## src/hw/rtl/assert_macros.svh

```systemverilog
// assertion macros for the rtl files, included by the alu top level
`ifndef ASSERT_MACROS_SVH
`define ASSERT_MACROS_SVH

// property checked at every rising edge, off while reset is asserted
`define ASSERT_CLK(label, clk, rst_n, prop, msg) \
    label: assert property (@(posedge clk) disable iff (!rst_n) prop) else $error(msg);

// property checked at every rising edge, reset included
`define ASSERT_ALWAYS(label, clk, prop, msg) \
    label: assert property (@(posedge clk) prop) else $error(msg);

`endif

```

## src/hw/rtl/c8alu_pkg.sv

```systemverilog
// types, operation codes and flag positions of the 8-bit alu
package c8alu_pkg;

    localparam int unsigned DATA_W = 8;
    localparam int unsigned OP_W   = 4;

    // status byte bit positions
    localparam int unsigned FLAG_N = 7;
    localparam int unsigned FLAG_V = 6;
    localparam int unsigned FLAG_Z = 1;
    localparam int unsigned FLAG_C = 0;

    typedef enum logic [OP_W-1:0] {
        OP_ADC = 4'd0,
        OP_SBC = 4'd1,
        OP_AND = 4'd2,
        OP_ORA = 4'd3,
        OP_EOR = 4'd4,
        OP_BIT = 4'd5,
        OP_CMP = 4'd6,
        OP_CPX = 4'd7,
        OP_CPY = 4'd8,
        OP_ASL = 4'd9,
        OP_LSR = 4'd10,
        OP_ROL = 4'd11,
        OP_ROR = 4'd12
    } t_op;

    typedef struct packed {
        logic [OP_W-1:0]   req_type;
        logic [DATA_W-1:0] operand;
        logic              shift_accumulator;
        logic [DATA_W-1:0] acc_in;
        logic [DATA_W-1:0] index_x;
        logic [DATA_W-1:0] index_y;
        logic [DATA_W-1:0] status_in;
    } t_req;

    typedef struct packed {
        logic [DATA_W-1:0] acc_out;
        logic [DATA_W-1:0] mem_out;
        logic [DATA_W-1:0] status_out;
    } t_res;

endpackage

```

## src/hw/rtl/c8alu_core.sv

```systemverilog
// combinational datapath: shared adder, logic unit, shifter and flag update
module c8alu_core (
    input  c8alu_pkg::t_req i_req,
    output c8alu_pkg::t_res o_res
);
    import c8alu_pkg::*;

    t_op               op;
    logic [DATA_W-1:0] add_a;
    logic [DATA_W-1:0] add_b;
    logic              add_cin;
    logic [DATA_W:0]   add_sum;
    logic [DATA_W-1:0] add_r;
    logic [DATA_W-1:0] src;
    logic [DATA_W-1:0] shf_r;
    logic              shf_c;
    logic              is_shift;
    logic [DATA_W-1:0] logic_r;
    logic [DATA_W-1:0] acc;
    logic [DATA_W-1:0] st;
    logic              cin;

    assign op  = t_op'(i_req.req_type);
    assign cin = i_req.status_in[FLAG_C];
    assign src = i_req.shift_accumulator ? i_req.acc_in : i_req.operand;

    // one adder serves add, subtract and the three compares
    always_comb begin
        add_a   = i_req.acc_in;
        add_b   = i_req.operand;
        add_cin = cin;
        case (op)
            OP_SBC: begin
                add_b = ~i_req.operand;
            end
            OP_CMP: begin
                add_b   = ~i_req.operand;
                add_cin = 1'b1;
            end
            OP_CPX: begin
                add_a   = i_req.index_x;
                add_b   = ~i_req.operand;
                add_cin = 1'b1;
            end
            OP_CPY: begin
                add_a   = i_req.index_y;
                add_b   = ~i_req.operand;
                add_cin = 1'b1;
            end
            default: begin
                add_cin = cin;
            end
        endcase
    end

    assign add_sum = {1'b0, add_a} + {1'b0, add_b} + {{DATA_W{1'b0}}, add_cin};
    assign add_r   = add_sum[DATA_W-1:0];

    // shifter
    always_comb begin
        is_shift = 1'b1;
        shf_r    = src;
        shf_c    = src[DATA_W-1];
        case (op)
            OP_ASL: begin
                shf_r = {src[DATA_W-2:0], 1'b0};
            end
            OP_ROL: begin
                shf_r = {src[DATA_W-2:0], cin};
            end
            OP_LSR: begin
                shf_r = {1'b0, src[DATA_W-1:1]};
                shf_c = src[0];
            end
            OP_ROR: begin
                shf_r = {cin, src[DATA_W-1:1]};
                shf_c = src[0];
            end
            default: begin
                is_shift = 1'b0;
            end
        endcase
    end

    always_comb begin
        case (op)
            OP_AND:  logic_r = i_req.acc_in & i_req.operand;
            OP_ORA:  logic_r = i_req.acc_in | i_req.operand;
            default: logic_r = i_req.acc_in ^ i_req.operand;
        endcase
    end

    // result select and flag update
    always_comb begin
        acc = i_req.acc_in;
        st  = i_req.status_in;
        case (op)
            OP_ADC, OP_SBC: begin
                acc         = add_r;
                st[FLAG_N]  = add_r[DATA_W-1];
                st[FLAG_Z]  = (add_r == '0);
                st[FLAG_C]  = add_sum[DATA_W];
                st[FLAG_V]  = ~(i_req.acc_in[DATA_W-1] ^ add_b[DATA_W-1])
                            & (i_req.acc_in[DATA_W-1] ^ add_r[DATA_W-1]);
            end
            OP_AND, OP_ORA, OP_EOR: begin
                acc        = logic_r;
                st[FLAG_N] = logic_r[DATA_W-1];
                st[FLAG_Z] = (logic_r == '0);
            end
            OP_BIT: begin
                st[FLAG_N] = i_req.operand[DATA_W-1];
                st[FLAG_V] = i_req.operand[DATA_W-2];
                st[FLAG_Z] = ((i_req.acc_in & i_req.operand) == '0);
            end
            OP_CMP, OP_CPX, OP_CPY: begin
                st[FLAG_N] = add_r[DATA_W-1];
                st[FLAG_Z] = (add_r == '0);
                st[FLAG_C] = add_sum[DATA_W];
            end
            OP_ASL, OP_LSR, OP_ROL, OP_ROR: begin
                st[FLAG_N] = shf_r[DATA_W-1];
                st[FLAG_Z] = (shf_r == '0);
                st[FLAG_C] = shf_c;
            end
            default: begin
                acc = i_req.acc_in;
            end
        endcase
    end

    assign o_res.acc_out    = (is_shift && i_req.shift_accumulator) ? shf_r : acc;
    assign o_res.mem_out    = (is_shift && !i_req.shift_accumulator) ? shf_r : i_req.operand;
    assign o_res.status_out = st;

endmodule

```

## src/hw/rtl/cpu8_alu_with_flags.sv

```systemverilog
// top level of the 8-bit alu: input register, datapath and result register
//
//  channel  | handshake          | payload
//  ---------+--------------------+-----------------------------------------------
//  request  | i_valid / o_ready  | i_req_type i_operand i_shift_accumulator
//           |                    | i_acc_in i_index_x i_index_y i_status_in
//  result   | o_valid / i_ready  | o_acc_out o_mem_out o_status_out
//
// one item per cycle sustained while the result side takes results; an accepted item waits in
// the input register and moves on to the result register, which drives o_valid, once that is free
// so each item passes the input register and then the result register around the datapath
// synchronous active-low reset clears both valid bits; payload registers are not reset
// a stall on the result side holds the result register, the input register keeps
// loading until it too is full, then o_ready drops
`include "assert_macros.svh"

module cpu8_alu_with_flags (
    input  logic                                i_clk,
    input  logic                                i_rst_n,
    input  logic                                i_valid,
    output logic                                o_ready,
    input  logic [c8alu_pkg::OP_W-1:0]          i_req_type,
    input  logic [c8alu_pkg::DATA_W-1:0]        i_operand,
    input  logic                                i_shift_accumulator,
    input  logic [c8alu_pkg::DATA_W-1:0]        i_acc_in,
    input  logic [c8alu_pkg::DATA_W-1:0]        i_index_x,
    input  logic [c8alu_pkg::DATA_W-1:0]        i_index_y,
    input  logic [c8alu_pkg::DATA_W-1:0]        i_status_in,
    output logic                                o_valid,
    input  logic                                i_ready,
    output logic [c8alu_pkg::DATA_W-1:0]        o_acc_out,
    output logic [c8alu_pkg::DATA_W-1:0]        o_mem_out,
    output logic [c8alu_pkg::DATA_W-1:0]        o_status_out
);
    import c8alu_pkg::*;

    // input register
    logic r_in_valid;
    logic n_in_valid;
    t_req r_in;
    // result register
    logic r_out_valid;
    logic n_out_valid;
    t_res r_out;

    t_res core_res;
    logic out_load;
    logic in_load;

    // result register takes a new item when empty or being drained
    assign out_load = !r_out_valid || i_ready;
    // input register can load when empty or passing its item on
    assign o_ready  = !r_in_valid || out_load;
    assign in_load  = i_valid && o_ready;

    c8alu_core u_core (
        .i_req (r_in),
        .o_res (core_res)
    );

    always_comb begin
        n_in_valid  = r_in_valid;
        n_out_valid = r_out_valid;
        if (o_ready) begin
            n_in_valid = i_valid;
        end
        if (out_load) begin
            n_out_valid = r_in_valid;
        end
    end

    always_ff @(posedge i_clk) begin
        if (!i_rst_n) begin
            r_in_valid  <= 1'b0;
            r_out_valid <= 1'b0;
        end else begin
            r_in_valid  <= n_in_valid;
            r_out_valid <= n_out_valid;
        end
    end

    // payload registers, no reset
    always_ff @(posedge i_clk) begin
        if (in_load) begin
            r_in.req_type          <= i_req_type;
            r_in.operand           <= i_operand;
            r_in.shift_accumulator <= i_shift_accumulator;
            r_in.acc_in            <= i_acc_in;
            r_in.index_x           <= i_index_x;
            r_in.index_y           <= i_index_y;
            r_in.status_in         <= i_status_in;
        end
        if (out_load && r_in_valid) begin
            r_out <= core_res;
        end
    end

    assign o_valid      = r_out_valid;
    assign o_acc_out    = r_out.acc_out;
    assign o_mem_out    = r_out.mem_out;
    assign o_status_out = r_out.status_out;

    // a staged item always reaches the result register on a free slot
    `ASSERT_CLK(a_stage_moves, i_clk, i_rst_n,
        (r_in_valid && out_load) |=> o_valid, "staged item lost")
    // status bits outside n, v, z and c pass untouched
    `ASSERT_CLK(a_status_keep, i_clk, i_rst_n,
        (r_in_valid && out_load) |=> (o_status_out[5:2] == $past(r_in.status_in[5:2])),
        "reserved status bits changed")
    // an accumulator shift leaves the memory byte alone
    `ASSERT_CLK(a_acc_shift_mem, i_clk, i_rst_n,
        (r_in_valid && out_load && r_in.shift_accumulator
            && (r_in.req_type >= OP_ASL) && (r_in.req_type <= OP_ROR))
            |=> (o_mem_out == $past(r_in.operand)),
        "memory byte changed by accumulator shift")
    // nothing is offered in the cycle after reset
    `ASSERT_ALWAYS(a_reset_empty, i_clk, !i_rst_n |=> !o_valid, "result valid after reset")

endmodule

```

## config.mk

```make
export PLATFORM = sky130hd
export DESIGN_NAME = cpu8_alu_with_flags
export DESIGN_NICKNAME = d
export VERILOG_FILES = /design/src/hw/rtl/c8alu_pkg.sv /design/src/hw/rtl/c8alu_core.sv /design/src/hw/rtl/cpu8_alu_with_flags.sv
export VERILOG_INCLUDE_DIRS = /design/src /design/src/hw/rtl
export SDC_FILE = /design/constraint.sdc
export NUM_CORES = 1
export LEC_CHECK = 0
export ABC_AREA = 1
export BUFFER_PORTS_ARGS = -buffer_cell sky130_fd_sc_hd__buf_2
export CAP_MARGIN = 20
export CORE_ASPECT_RATIO = 1.75
export CORE_MARGIN = 3
export CORE_UTILIZATION = 41
export CTS_CLUSTER_SIZE = 40
export DETAILED_ROUTE_END_ITERATION = 6
export SYNTH_ARGS = -nofsm -noshare
export SYNTH_HDL_FRONTEND = slang
export SYNTH_SLANG_ARGS = --single-unit
```

## constraint.sdc

```tcl
create_clock -name i_clk -period 4.85 [get_ports i_clk]
set_clock_uncertainty 0.2 [all_clocks]
set_input_delay 0.2425 -clock i_clk [delete_from_list [all_inputs] [get_ports i_clk]]
set_output_delay 0.2425 -clock i_clk [all_outputs]
set_load 0.005 [all_outputs]
```

==> flow_metrics.tcl <==
set metrics [dict create \
    synth_cell_types 33 \
    syn-cell-area_um2 4223 \
    initialDrtViolationCount 238 \
    postCtsSetupBuffers 0 \
    leakage_uw 0.002590 \
    wl_per_cell_um 15.51 \
    status "finished, final reports clean" \
    finalSetupTns_ns 0 \
    dpl.hpwl_mm 8.957 \
    synth-seq-cells 71 \
    worst_pin_slew_ns 0.6048 \
    final_util_pct 55.43 \
    coreArea_um2 9970 \
    power_density_nw_per_um2 328.0 \
    die_area_um2 11600 \
    cts_tree "yes" \
    vias_per_cell 4.841 \
    gp_congestion 0.9055 \
    synth-edff-count 69 \
    num_io_pins 75 \
    overflow 0 \
    grt_pass1_wl_mm 18.20 \
    remaining_drc_errors 0 \
    synth_flop_cell "edfxtp_1" \
    post-route-period-util_pct 76.79 \
    nets 694 \
    h-tree-depth 3 \
    cp.arrival_ns 3.60 \
    clock_path_buffers 2 \
    hp-class "reg -> reg" \
    vias 3631 \
    drt_wl_total_mm 11.63 \
    antenna_found_initial 0 \
    num-fill-cells 948 \
    synth-warning-count 0 \
    rsz0062_at_grt "false" \
    diodes 0 \
    syn_nets 566 \
    hold_ws_ns 0.2207 \
    grt_max_degree 46 \
    slew_violations 0 \
    die_x_um 82.72 \
    crit_path_end_kind "flip-flop" \
    cts.sinks 71 \
    grt_usage_pct 21.48 \
    setup.worst_path.class "reg -> reg" \
    maxCapViolCount 0 \
    critPathLaunchType "flip-flop" \
    insertion_delay_ns 0.34 \
    setup_viol 0 \
    start_util_pct 42.36 \
    first_pass_iters 6 \
    slew-limit-headroom_pct 59.26 \
    syn_avg_cell_area_um2 8.583 \
    crit_required_ns 4.73 \
    cts_root_buf "clkbuf_16" \
    regArea_um2 2112 \
    grt_pass1_vias 3547 \
    ir_worst_vdd_mv 0.1991 \
    rows 48 \
    period_minus_slack_ns 3.724 \
    die_y_um 140.3 \
    final_area_um2 5527 \
    yosysSeqAreaShare_pct 50.01 \
    drive_above_1_share_pct 17.12 \
    crit_fanout 9 \
    layout-area-overhead-vs-synth_pct 30.87 \
    io_buffers 74 \
    placed_area_um2 4725 \
    synthesis.instances 492 \
    timing.fmax_mhz 268.5 \
    path_clk_slew_ns 0.06 \
    multiInputGateArea_um2 1770 \
    ant_nets 0 \
    cts_buffers 9 \
    hold_viol 0 \
    synth-async-reset-ratio_pct 0 \
]
==> sequential cells by signal (all words and copies together) (netlist names) <==
| signal | count |
|---|---|
| r_in_valid | 1 |
| o_mem_out | 8 |
| o_valid | 1 |
| o_status_out | 8 |
| r_in | 45 |
| o_acc_out | 8 |
==> worst paths after layout <==
check / from / end / slack [ns] / cells after the start
min: r_in[3] / o_status_out[3] / 0.22 / 0
max: r_in[43] / o_acc_out[6] / 1.13 / 21
min reg2reg: r_in[3] / o_status_out[3] / 0.22 / 0
max reg2reg: r_in[43] / o_acc_out[6] / 1.13 / 21
==> critical path: stages, from the launching register on <==
cell	delay [ns]
edfxtp_1	0.46
inv_1	0.13
nor2_2	0.20
nand2_2	0.14
nor2_2	0.32
nor2_1	0.11
inv_1	0.21
o211ai_1	0.14
fa_1	0.45
inv_1	0.08
fa_1	0.20
inv_1	0.05
nand2_1	0.05
nand2_1	0.08
nand3b_1	0.11
nand2_1	0.08
nand2_1	0.06
nand2_1	0.06
nand2_1	0.06
o221ai_1	0.10
nand2_1	0.08
o21ai_0	0.09
==> timing repair <==
action | CTS | global route
hold buffers | 48 | 0
resized for setup | 0 | 0
hold endpoints to repair | 47 | 0
==> area by class of cell <==
cell class | count | share of cell area (%)
Inverter | 80 | 5.434
Tap cell | 125 | 2.830
Timing Repair Buffer | 124 | 15.67
Clock inverter | 6 | 1.675
Sequential cell | 71 | 38.22
Clock buffer | 10 | 4.143
Multi-Input combinational cell | 334 | 32.04
==> metrics by stage <==
step,std cells,power (µW),setup slack [ns]
2_1_floorplan,492,972.3,1.678
3_3_place_gp,686,1074,1.280
3_5_place_dp,686,1079,1.181
4_1_cts,750,1819,1.173
5_1_grt,750,1901,0.7127
6_report,750,1813,1.126
==> cells in the final DEF, fill, tap and decap left out, types with 3 or more instances in the layout <==
| cell | n |
|---|---|
| nand3_1 | 19 |
| ha_1 | 23 |
| buf_2 | 74 |
| inv_1 | 78 |
| nor2_1 | 56 |
| o221ai_1 | 4 |
| nand2_1 | 144 |
| nand4_1 | 5 |
| o22ai_1 | 4 |
| o21ai_0 | 30 |
| clkbuf_16 | 9 |
| xor2_1 | 8 |
| edfxtp_1 | 69 |
| nor2_2 | 4 |
| a21oi_1 | 10 |
| dlygate4sd3_1 | 48 |
| o211ai_1 | 8 |
| nand2_2 | 3 |
==> layer usage <==
layer  wire [µm]  up-vias  global-route usage (%)
met5           0        -                       0
met4         302        0                   8.699
met3         403       18                   3.668
met2        6704       94                   40.52
met1        4221     1660                   22.32
li1            -     1859                       -
==> power breakdown <==
part	internal, µW	total, µW	switching, µW
Combinational	142	353	211
Sequential	720	744	24.2
Clock	453	715	263
==> synth_stat cells, types with 2 or more instances <==
cell type	n	share of area, %
o221ai_1	4	0.83
or2_2	2	0.30
nor2_1	56	5.0
nand2_1	144	13
nor2_2	4	0.59
nand3_1	19	2.3
buf_2	5	0.59
dfxtp_1	2	0.95
edfxtp_1	69	49
inv_1	78	6.9
xor2_1	8	1.7
o211ai_1	8	1.4
nor4_1	2	0.30
fa_1	2	0.95
o21ai_0	30	3.6
o22ai_1	4	0.59
nand4_1	5	0.74
nand2_2	3	0.44
a21oi_1	11	1.3
ha_1	23	6.8
==> kinds of logic after synthesis <==
kind of cell             share of synthesized area, %
flip-flops                                      50.01
buffers and inverters                           8.148
XOR/XNOR                                        2.252
AO/OA/AOI/OAI                                   8.207
adder cells (fa/ha/maj)                         7.763
AND/OR/NAND/NOR                                 23.61
Note: power is estimated with default switching activity, not from simulation.
